**src/prwt_pkg.sv**
```systemverilog
// Package: shared types, constants and the helper function of the receive window tracker.
`default_nettype none

package prwt_pkg;

  localparam int unsigned RPC_SLOTS_DEF     = 1024;
  localparam int unsigned PAYLOAD_BYTES_DEF = 1024;

  // Window size in packets; bit 63 of the map is the packet at head.
  localparam int unsigned WIN   = 64;
  localparam int unsigned IDX_W = 6;
  localparam int unsigned CNT_W = 7;

  localparam int unsigned ID_W  = 10;
  localparam int unsigned OFF_W = 32;
  localparam int unsigned LEN_W = 32;

  // One slot entry of the window memory.
  typedef struct packed {
    logic [WIN-1:0]   bits;
    logic [OFF_W-1:0] head;
    logic [LEN_W-1:0] len;
  } entry_t;

  // One result beat.
  typedef struct packed {
    logic [ID_W-1:0]  slot;
    logic [OFF_W-1:0] offset;
    logic [LEN_W-1:0] length;
    logic             init;
    logic             complete;
  } res_t;

  // Memory port strobes.
  typedef struct packed {
    logic rd_en;
    logic wr_en;
  } mem_req_t;

  // Count the run of ones starting at the top bit (64 when all ones).
  function automatic logic [CNT_W-1:0] lead_ones(logic [WIN-1:0] m);
    logic [CNT_W-1:0] n;
    logic             hit;
    n   = CNT_W'(WIN);
    hit = 1'b0;
    for (int i = 0; i < WIN; i++) begin
      if (!hit && !m[WIN-1-i]) begin
        n   = CNT_W'(i);
        hit = 1'b1;
      end
    end
    return n;
  endfunction

endpackage

`default_nettype wire

```
**src/prwt_core.sv**
```systemverilog
// Sequencer and datapath: clear sweep, slot read, index divide, window update, write back.
`default_nettype none

module prwt_core #(
  parameter int unsigned RPC_SLOTS     = prwt_pkg::RPC_SLOTS_DEF,
  parameter int unsigned PAYLOAD_BYTES = prwt_pkg::PAYLOAD_BYTES_DEF,
  parameter int unsigned SLOT_W        = $clog2(RPC_SLOTS)
) (
  input  wire logic                           clk_i,
  input  wire logic                           rst_ni,
  input  wire logic                           in_valid_i,
  output logic                                in_ready_o,
  input  wire logic [prwt_pkg::ID_W-1:0]      pkt_slot_i,
  input  wire logic [prwt_pkg::OFF_W-1:0]     pkt_offset_i,
  input  wire logic [prwt_pkg::LEN_W-1:0]     pkt_msg_len_i,
  input  wire logic                           res_ready_i,
  output logic                                res_valid_o,
  output prwt_pkg::res_t                      res_o,
  output prwt_pkg::mem_req_t                  mem_req_o,
  output logic [SLOT_W-1:0]                   mem_rd_addr_o,
  output logic [SLOT_W-1:0]                   mem_wr_addr_o,
  output prwt_pkg::entry_t                    mem_wr_data_o,
  input  wire prwt_pkg::entry_t               mem_rd_data_i
);
  import prwt_pkg::*;

  // Offset differences inside the window fit in DIFF_W bits. The quotient by
  // PAYLOAD_BYTES is a multiply by a rounded-up reciprocal; with RECIP_S chosen
  // this way the rounding error never reaches the next integer.
  localparam logic [OFF_W-1:0] WIN_SPAN = OFF_W'(WIN * PAYLOAD_BYTES);
  localparam int unsigned DIFF_W  = $clog2(WIN * PAYLOAD_BYTES);
  localparam int unsigned RECIP_S = DIFF_W + $clog2(PAYLOAD_BYTES);
  localparam int unsigned PROD_W  = RECIP_S + IDX_W;
  localparam longint unsigned RECIP_M =
    ((64'd1 << RECIP_S) + 64'(PAYLOAD_BYTES) - 64'd1) / 64'(PAYLOAD_BYTES);

  typedef enum logic [5:0] {
    ST_CLEAR = 6'b000001,
    ST_IDLE  = 6'b000010,
    ST_READ  = 6'b000100,
    ST_DIV   = 6'b001000,
    ST_UPD   = 6'b010000,
    ST_WB    = 6'b100000
  } state_e;

  state_e            state_q, state_d;
  logic [SLOT_W-1:0] clr_q, clr_d;

  logic [SLOT_W-1:0] addr_q;
  logic [ID_W-1:0]   slot_q;
  logic [OFF_W-1:0]  off_q;
  logic [LEN_W-1:0]  mlen_q;
  logic [WIN-1:0]    bits_q;
  logic [OFF_W-1:0]  head_q;
  logic [LEN_W-1:0]  len_q;
  logic              init_q;
  logic [OFF_W-1:0]  diff_q;
  logic [IDX_W-1:0]  q_q;
  logic              win_q;
  logic [CNT_W-1:0]  shift_q;

  logic              accept;
  logic              in_range;
  logic              fresh;
  logic [OFF_W-1:0]  head_sel;
  logic [PROD_W-1:0] prod;
  logic [IDX_W-1:0]  bpos;
  logic              dup;
  logic [WIN-1:0]    bits_set;
  logic [OFF_W-1:0]  head_new;
  logic [WIN-1:0]    bits_new;
  logic              wb_go;

  assign in_ready_o = (state_q == ST_IDLE);
  assign accept     = in_valid_i && in_ready_o;
  assign in_range   = (OFF_W'(pkt_slot_i) < OFF_W'(RPC_SLOTS));

  // Fresh slot: stored length of zero opens an empty window at head zero.
  assign fresh    = (mem_rd_data_i.len == '0);
  assign head_sel = fresh ? '0 : mem_rd_data_i.head;

  assign prod = PROD_W'(diff_q[DIFF_W-1:0]) * PROD_W'(RECIP_M);

  // Index 0 sits at the top bit of the map.
  assign bpos     = ~q_q;
  assign dup      = bits_q[bpos];
  assign bits_set = bits_q | (WIN'(1) << bpos);

  assign head_new = head_q + OFF_W'(OFF_W'(shift_q) * OFF_W'(PAYLOAD_BYTES));
  assign bits_new = shift_q[CNT_W-1] ? '0 : (bits_q << shift_q[IDX_W-1:0]);
  assign wb_go    = (state_q == ST_WB) && res_ready_i;

  always_comb begin
    state_d = state_q;
    clr_d   = clr_q;
    unique case (state_q)
      ST_CLEAR: begin
        clr_d = clr_q + SLOT_W'(1);
        if (clr_q == SLOT_W'(RPC_SLOTS - 1)) begin
          state_d = ST_IDLE;
        end
      end
      ST_IDLE: begin
        if (accept && in_range) begin
          state_d = ST_READ;
        end
      end
      ST_READ: state_d = ST_DIV;
      ST_DIV:  state_d = ST_UPD;
      ST_UPD: begin
        state_d = (win_q && !dup) ? ST_WB : ST_IDLE;
      end
      ST_WB: begin
        if (res_ready_i) begin
          state_d = ST_IDLE;
        end
      end
      default: state_d = ST_CLEAR;
    endcase
  end

  always_ff @(posedge clk_i or negedge rst_ni) begin
    if (!rst_ni) begin
      state_q <= ST_CLEAR;
      clr_q   <= '0;
    end else begin
      state_q <= state_d;
      clr_q   <= clr_d;
    end
  end

  always_ff @(posedge clk_i) begin
    unique case (state_q)
      ST_IDLE: begin
        if (accept) begin
          addr_q <= SLOT_W'(pkt_slot_i);
          slot_q <= pkt_slot_i;
          off_q  <= pkt_offset_i;
          mlen_q <= pkt_msg_len_i;
        end
      end
      ST_READ: begin
        bits_q <= fresh ? '0 : mem_rd_data_i.bits;
        head_q <= head_sel;
        len_q  <= fresh ? mlen_q : mem_rd_data_i.len;
        init_q <= fresh;
        diff_q <= off_q - head_sel;
      end
      ST_DIV: begin
        q_q   <= prod[RECIP_S +: IDX_W];
        win_q <= (diff_q < WIN_SPAN);
      end
      ST_UPD: begin
        bits_q  <= bits_set;
        shift_q <= lead_ones(bits_set);
      end
      default: begin
      end
    endcase
  end

  // Memory port: the clear sweep and write back share the write side.
  always_comb begin
    mem_req_o.rd_en = accept && in_range;
    mem_req_o.wr_en = (state_q == ST_CLEAR) || wb_go;
    mem_rd_addr_o   = SLOT_W'(pkt_slot_i);
    mem_wr_addr_o   = (state_q == ST_CLEAR) ? clr_q : addr_q;
    if (state_q == ST_CLEAR) begin
      mem_wr_data_o = '0;
    end else begin
      mem_wr_data_o.bits = bits_new;
      mem_wr_data_o.head = head_new;
      mem_wr_data_o.len  = len_q;
    end
  end

  assign res_valid_o     = wb_go;
  assign res_o.slot      = slot_q;
  assign res_o.offset    = off_q;
  assign res_o.length    = mlen_q;
  assign res_o.init      = init_q;
  assign res_o.complete  = (head_new >= len_q);

  a_res_has_room: assert property (@(posedge clk_i) disable iff (!rst_ni)
    res_valid_o |-> res_ready_i)
    else $error("result issued while output register is full");

  a_wr_only_clear_or_wb: assert property (@(posedge clk_i) disable iff (!rst_ni)
    mem_req_o.wr_en |-> (state_q == ST_CLEAR || state_q == ST_WB))
    else $error("memory write outside clear sweep or write back");

  a_read_follows_accept: assert property (@(posedge clk_i) disable iff (!rst_ni)
    (accept && in_range) |=> (state_q == ST_READ))
    else $error("slot read not started after accepted beat");

  a_wb_after_update: assert property (@(posedge clk_i) disable iff (!rst_ni)
    res_valid_o |-> ($past(state_q) == ST_UPD || $past(state_q) == ST_WB))
    else $error("result without a window update");

  a_no_accept_in_clear: assert property (@(posedge clk_i) disable iff (!rst_ni)
    (state_q == ST_CLEAR) |-> !mem_req_o.rd_en)
    else $error("slot read during clear sweep");

endmodule

`default_nettype wire
```
**config.mk**
```make
export PLATFORM = sky130hd
export DESIGN_NAME = prwt_core
export DESIGN_NICKNAME = d
export VERILOG_FILES = /design/src/prwt_pkg.sv /design/src/prwt_core.sv
export SDC_FILE = /design/constraint.sdc
export NUM_CORES = 1
export LEC_CHECK = 0
export BUFFER_PORTS_ARGS = -buffer_cell sky130_fd_sc_hd__buf_2
export CAP_MARGIN = 5
export CORE_UTILIZATION = 25
export DETAILED_ROUTE_END_ITERATION = 8
export PLACE_DENSITY = 0.54
export SLEW_MARGIN = 10
export SYNTH_ARGS = -nofsm -noshare
export SYNTH_HDL_FRONTEND = slang
export SYNTH_SLANG_ARGS = --single-unit
```
**constraint.sdc**
```tcl
create_clock -name clk_i -period 10.45 [get_ports clk_i]
set_clock_uncertainty 0.15 [all_clocks]
set_input_delay 0.5225 -clock clk_i [delete_from_list [all_inputs] [get_ports clk_i]]
set_output_delay 0.5225 -clock clk_i [all_outputs]
set_load 0.03 [all_outputs]
```
======== Word-level counts from Yosys, hierarchy flattened ========
Index checks and enable logic that the tools add are counted.
W data, S select, Z words.
word-level totals
  register bits ........................... 265
  input port bits ......................... 206
  output and inout port bits .............. 228
  logic and storage cells ................. 446
operators by class
  add/subtract/negate cells ............... 3
  magnitude comparators ................... 3
  eq/ne operators ......................... 10
  shifts and indexed selects .............. 2
  multiplexer cells ....................... 203
  bitwise operators ....................... 2
  reductions and logical operators ........ 204
operators by type and width
  cell                     number
  $mux W6                  35
  $mux W1                  128
  $mux W128                1
  $mux W64                 2
  $pmux W64 S2             1
  $logic_not A1 Y1         127
  $mux W5                  16
  $logic_and A1 B1 Y1      66
  $mux W32                 2
  $or A64 B64 Y64          1
  $shl A1 B6 Y64 const A   1
  $shl A64 B6 Y64          1
  $reduce_or A63 Y1        1
  $pmux W6 S6              1
  $add A32 B17 Y32         1
  $ge A32 B32 Y1           1
  $logic_not A32 Y1        1
  $lt A32 B17 Y1 const B   1
  $mux W4                  8
  $reduce_or A32 Y1        1
  $sub A32 B32 Y32         1
  $reduce_or A16 Y1        1
  $mux W3                  4
  $add A10 B1 Y10 const B  1
  other kinds (22)         24

======== Logic depth before layout (Yosys ltp) ========
  depth after elaboration ................. 256
  gate-level depth with buffers ........... 20
  depth with buffers taken out ............ 20

======== Worst setup path after synthesis ========
OpenSTA, ideal clock, no wires.
  path kind ............................... reg2reg
  from .................................... register state_q[1]
  to ...................................... register bits_q[0] (enable)
  library setup time ...................... 0.423 ns
  arrival time ............................ 9.130 ns
  required time ........................... 9.877 ns
  slack ................................... 0.747 ns
  cell stages (with the launch flop) ...... 6
  buffers on the path ..................... 0
  period minus slack after synthesis ...... 9.703 ns
  cells stage by stage .................... dfrtp_1 > nor2_1 > nand2_1 > nor3b_1 > inv_1 > nand2_1
on the way
  cells in the longest elaborated chain, start to end .. 2
  elaborated cells between the ends (all ways) .. 3
  classes of those cells .................. eq/ne (2); reduce/logical (1)
RTL lines
  item                                          line              source
  start: declaration                            prwt_core.sv:46   state_e state_q, state_d;
  start signal: assignment                      prwt_core.sv:127  state_q <= state_d;
  $eq A6 B5 Y1 or $eq A6 B3 Y1 (tied branches)  prwt_core.sv:133  unique case (state_q)
  $reduce_bool A2 Y1 (no line) *                --
  end signal: assignment                        prwt_core.sv:143  bits_q <= fresh ? '0 : mem_rd_data_i.bits;
  end signal: assignment                        prwt_core.sv:154  bits_q <= bits_set;
  end: declaration                              prwt_core.sv:53   logic [WIN-1:0] bits_q;
Every way passes the cells marked *; elsewhere a longest branch is shown, timed or not.
A chain may end at the register's enable or synchronous reset.

==> results.md <==
- Routed WL: between 70000 and 80000 um
- Crit path capture type: primary output
- Run status: finished, final reports clean
- Cell Pwr Density: 146 nW/um^2
- Hpwl dp: roughly 56000 um
- First-pass GRT wire length: between 100000 and 150000 um
- Max_slew headroom: around 29%
- Via/cell ratio: around 5
- Combinational share of power: between 30 and 40%
- Top-area cell type share of the netlist area: about 37%
- Post-synth cell types: a little over 90
- Share of layout cells above drive strength 1: roughly a quarter
- Post-Syn Nets: 2383
- Clk Latency, worst-skew pair: between 600 and 700 ps
- Psw: roughly 1.4 mW
- Achievable frequency: roughly 0.17 GHz
- Worst EP required: ~10000 ps
- EDFF count, synth: ~240
- Register area: roughly 7600 um^2
- Crit path kind: flop to primary output
- Setup crit start kind: flop
- Arrival time at the worst endpoint: 5100 ps
- Crit Path Max Fanout: 71
- Core Footprint: 77300 um^2
- Cells along the critical path: buf_4 > ha_1 > a21oi_1 > o21bai_1 > a21oi_1 > nor2b_1 > o2111ai_1 > nor2_1 > xor2_1 > ha_1 > nand4_1 > nor4_1 > o2111ai_1 > o31ai_1 > buf_2
- Int Power: 2.16 mW
- Post-route minimum period: 5780 ps
- Clock slew at reported path FFs: 70 ps
- I/O Buffers: between 400 and 500
- DR iter-0 viols: between 1500 and 2000
- Fraction of registers with async set/reset: 6.27%
- Clock power share: a little under a third
- WL per Instance: about 20 um
- Sequential share of the synthesized area: 38.9%
- Post-synth top cells: nand2_1 (275), edfxtp_1 (239), nor2_1 (207)
- Synth Cell Area: 19500 um^2
- CTS sink cnt: about 260
- Setup TNS: 0 ps
- Yosys reg bits: about 260
- Most frequent cell after synthesis: nand2_1
- Global route overflow: 0
- Cells after synthesis: around 2100
- GR Util All Layers: between 10% and 20%
- Final Hold Fails: 0
- Predominant post-synthesis flop cell: edfxtp_1
- Actual slew at the worst max-slew pin: ~1100 ps
- Residual DRC: 0
- H-tree depth: 1
- Initial antenna violation count: 3
- Area contributors post-synth: edfxtp_1 (37%), mux4_2 (7.4%), nand2_1 (5.3%)
- CP peak stage delay: roughly 540 ps
- Switching fraction of total power: 38.9%
- Syn. warnings: 0
- Max IR drop VDD: 163 uV
- Die Span X: about 280 um
- Layout area overhead: 24.2%
- # setup viols final: 0
- Maxcap violations: 0
- P_leak: 10.1 nW
- Clock Path Buffers: 3
- Average size of a mapped cell: ~9.3 um^2
- Tcrit/Tclk final: a little under three fifths
- Vias in the first global route: around 17000
- Seq pwr share: around a third
- Initial Util: approximately a quarter
- Fillers: 8150
- Full die area: 79100 um^2
- Multi-input gate area: ~11000 um^2
- Post-CTS Setup Repair Bufs: 0
- Cell row count: between 100 and 150
- Min-delay worst type: primary input to flop
- Cell with the largest stage delay on the worst path: buf_4
- Pre-Repair DR Iteration Count: 7
- Clk root buf: clkbuf_16
- Largest net degree at the start of global routing: between 70 and 80
- Nets: approximately 2800
- DR vias: 17900
- CTS Buf Count: 30
- Total power draw: between 3 and 4 mW
- Fin. max-slew vios: 0
- Synth area leader: edfxtp_1
- Final ANT Viol Nets: 0
- CTS tree: yes
- Die height: 281 um
- RSZ-0062 raised after global routing: no
- # IOs: 434
- GPL Wtd Cong: just over 0.9
registers in the layout (all words and copies together) (netlist names):
register	flops
win_q	1
diff_q	22
bits_q	64
init_q	1
off_q	32
shift_q	7
state_q	6
head_q	32
clr_q	10
q_q	6
mlen_q	32
slot_q	10
len_q	32
area by class of cell:
| cell class | count | area share [%] |
|---|---|---|
| Timing Repair Buffer | 547 | 13.3 |
| Multi-Input combinational cell | 1574 | 44.5 |
| Clock buffer | 37 | 3.21 |
| Tap cell | 1040 | 5.38 |
| Sequential cell | 255 | 31.3 |
| Clock inverter | 17 | 0.869 |
| Inverter | 93 | 1.44 |
| Antenna cell | 2 | 0.0207 |
worst paths after layout:
kind                                   startpoint    endpoint  slack [ps]  cells past startpoint
worst max-delay path                   shift_q[3]    res_o[0]        4670                     15
worst min-delay path            mem_rd_data_i[62]  head_q[30]          30                      3
worst max register to register             q_q[0]  shift_q[0]        6260                     12
worst min register to register         diff_q[14]      q_q[4]         240                      0
max in group asynchronous                  rst_ni  state_q[0]        9620                      2
min in group asynchronous                  rst_ni    clr_q[7]         210                      2
power by group through the flow:
stage               Combinational [mW]  Sequential, mW  Clock, mW
floorplan                        0.781            1.27          0
global placement                  1.21            1.26          0
detailed placement                1.21            1.26          0
global route                      1.31            1.24       1.14
finish                            1.22            1.24       1.08
CTS                               1.24            1.24       1.10
kinds of logic after synthesis:
logic type / synth area share (%)
multiplexers: 11.8
buffers and inverters: 5.98
AO/OA/AOI/OAI: 16.8
flip-flops: 38.9
adder cells (fa/ha/maj): 4.60
XOR/XNOR: 2.20
AND/OR/NAND/NOR: 19.7
per-layer routing:
layer  global-route usage [%]  share of wire (%)
met1                     25.6                 46
met2                     28.3                 45
met3                     2.53                6.6
met4                     3.77                1.7
met5                        0              0.018
through the flow:
stage / utilization (%) / hold WS (ps) / instance area, um^2 / setup WS (ps) / instances
after floorplan: - / 76.9 / 19500 / 747 / 2106
after global placement: 29.0 / 253 / 22400 / 5310 / 3432
after detailed placement: 29.0 / 256 / 22400 / 5290 / 3432
after CTS: 31.3 / 0.409 / 24200 / 4630 / 3563
after global routing: 31.3 / 6.78 / 24200 / 4210 / 3565
final: 31.3 / 33.3 / 24200 / 4670 / 3565
timing repair:
| action | CTS | global route |
|---|---|---|
| resized for setup | 0 | 0 |
| hold endpoints to repair | 92 | 0 |
| hold buffers | 77 | 0 |
critical path: cells and delay by family (launching register included):
kind / cells / cell delay, ps
XOR/XNOR: 1 / 180
flip-flops: 1 / 320
adder cells (fa/ha/maj): 2 / 710
AND/OR/NAND/NOR: 4 / 870
AO/OA/AOI/OAI: 6 / 1590
buffers and inverters: 2 / 820
placed cells by master, fill, tap and decap left out, types with 11 or more instances in the layout:
master and instances:
mux4_2 64, nor2_1 207, dlygate4sd3_1 77, a31oi_1 30, inv_1 90, nor2b_1 19, o22a_1 17, clkbuf_16 30
nand4_1 16, o21ai_0 123, xnor2_1 30, nand2_1 274, a311oi_1 14, nor3_1 32, nand2b_1 15, a21o_1 56
and2_1 47, nor4_1 18, ha_1 70, mux2_2 27, a21oi_1 141, dfrtp_1 15, nand3_1 87, xor2_1 19
a211oi_1 33, mux2i_1 55, buf_4 37, buf_2 433, nor3b_1 11, edfxtp_1 239
(Power assumes the default switching activity.)
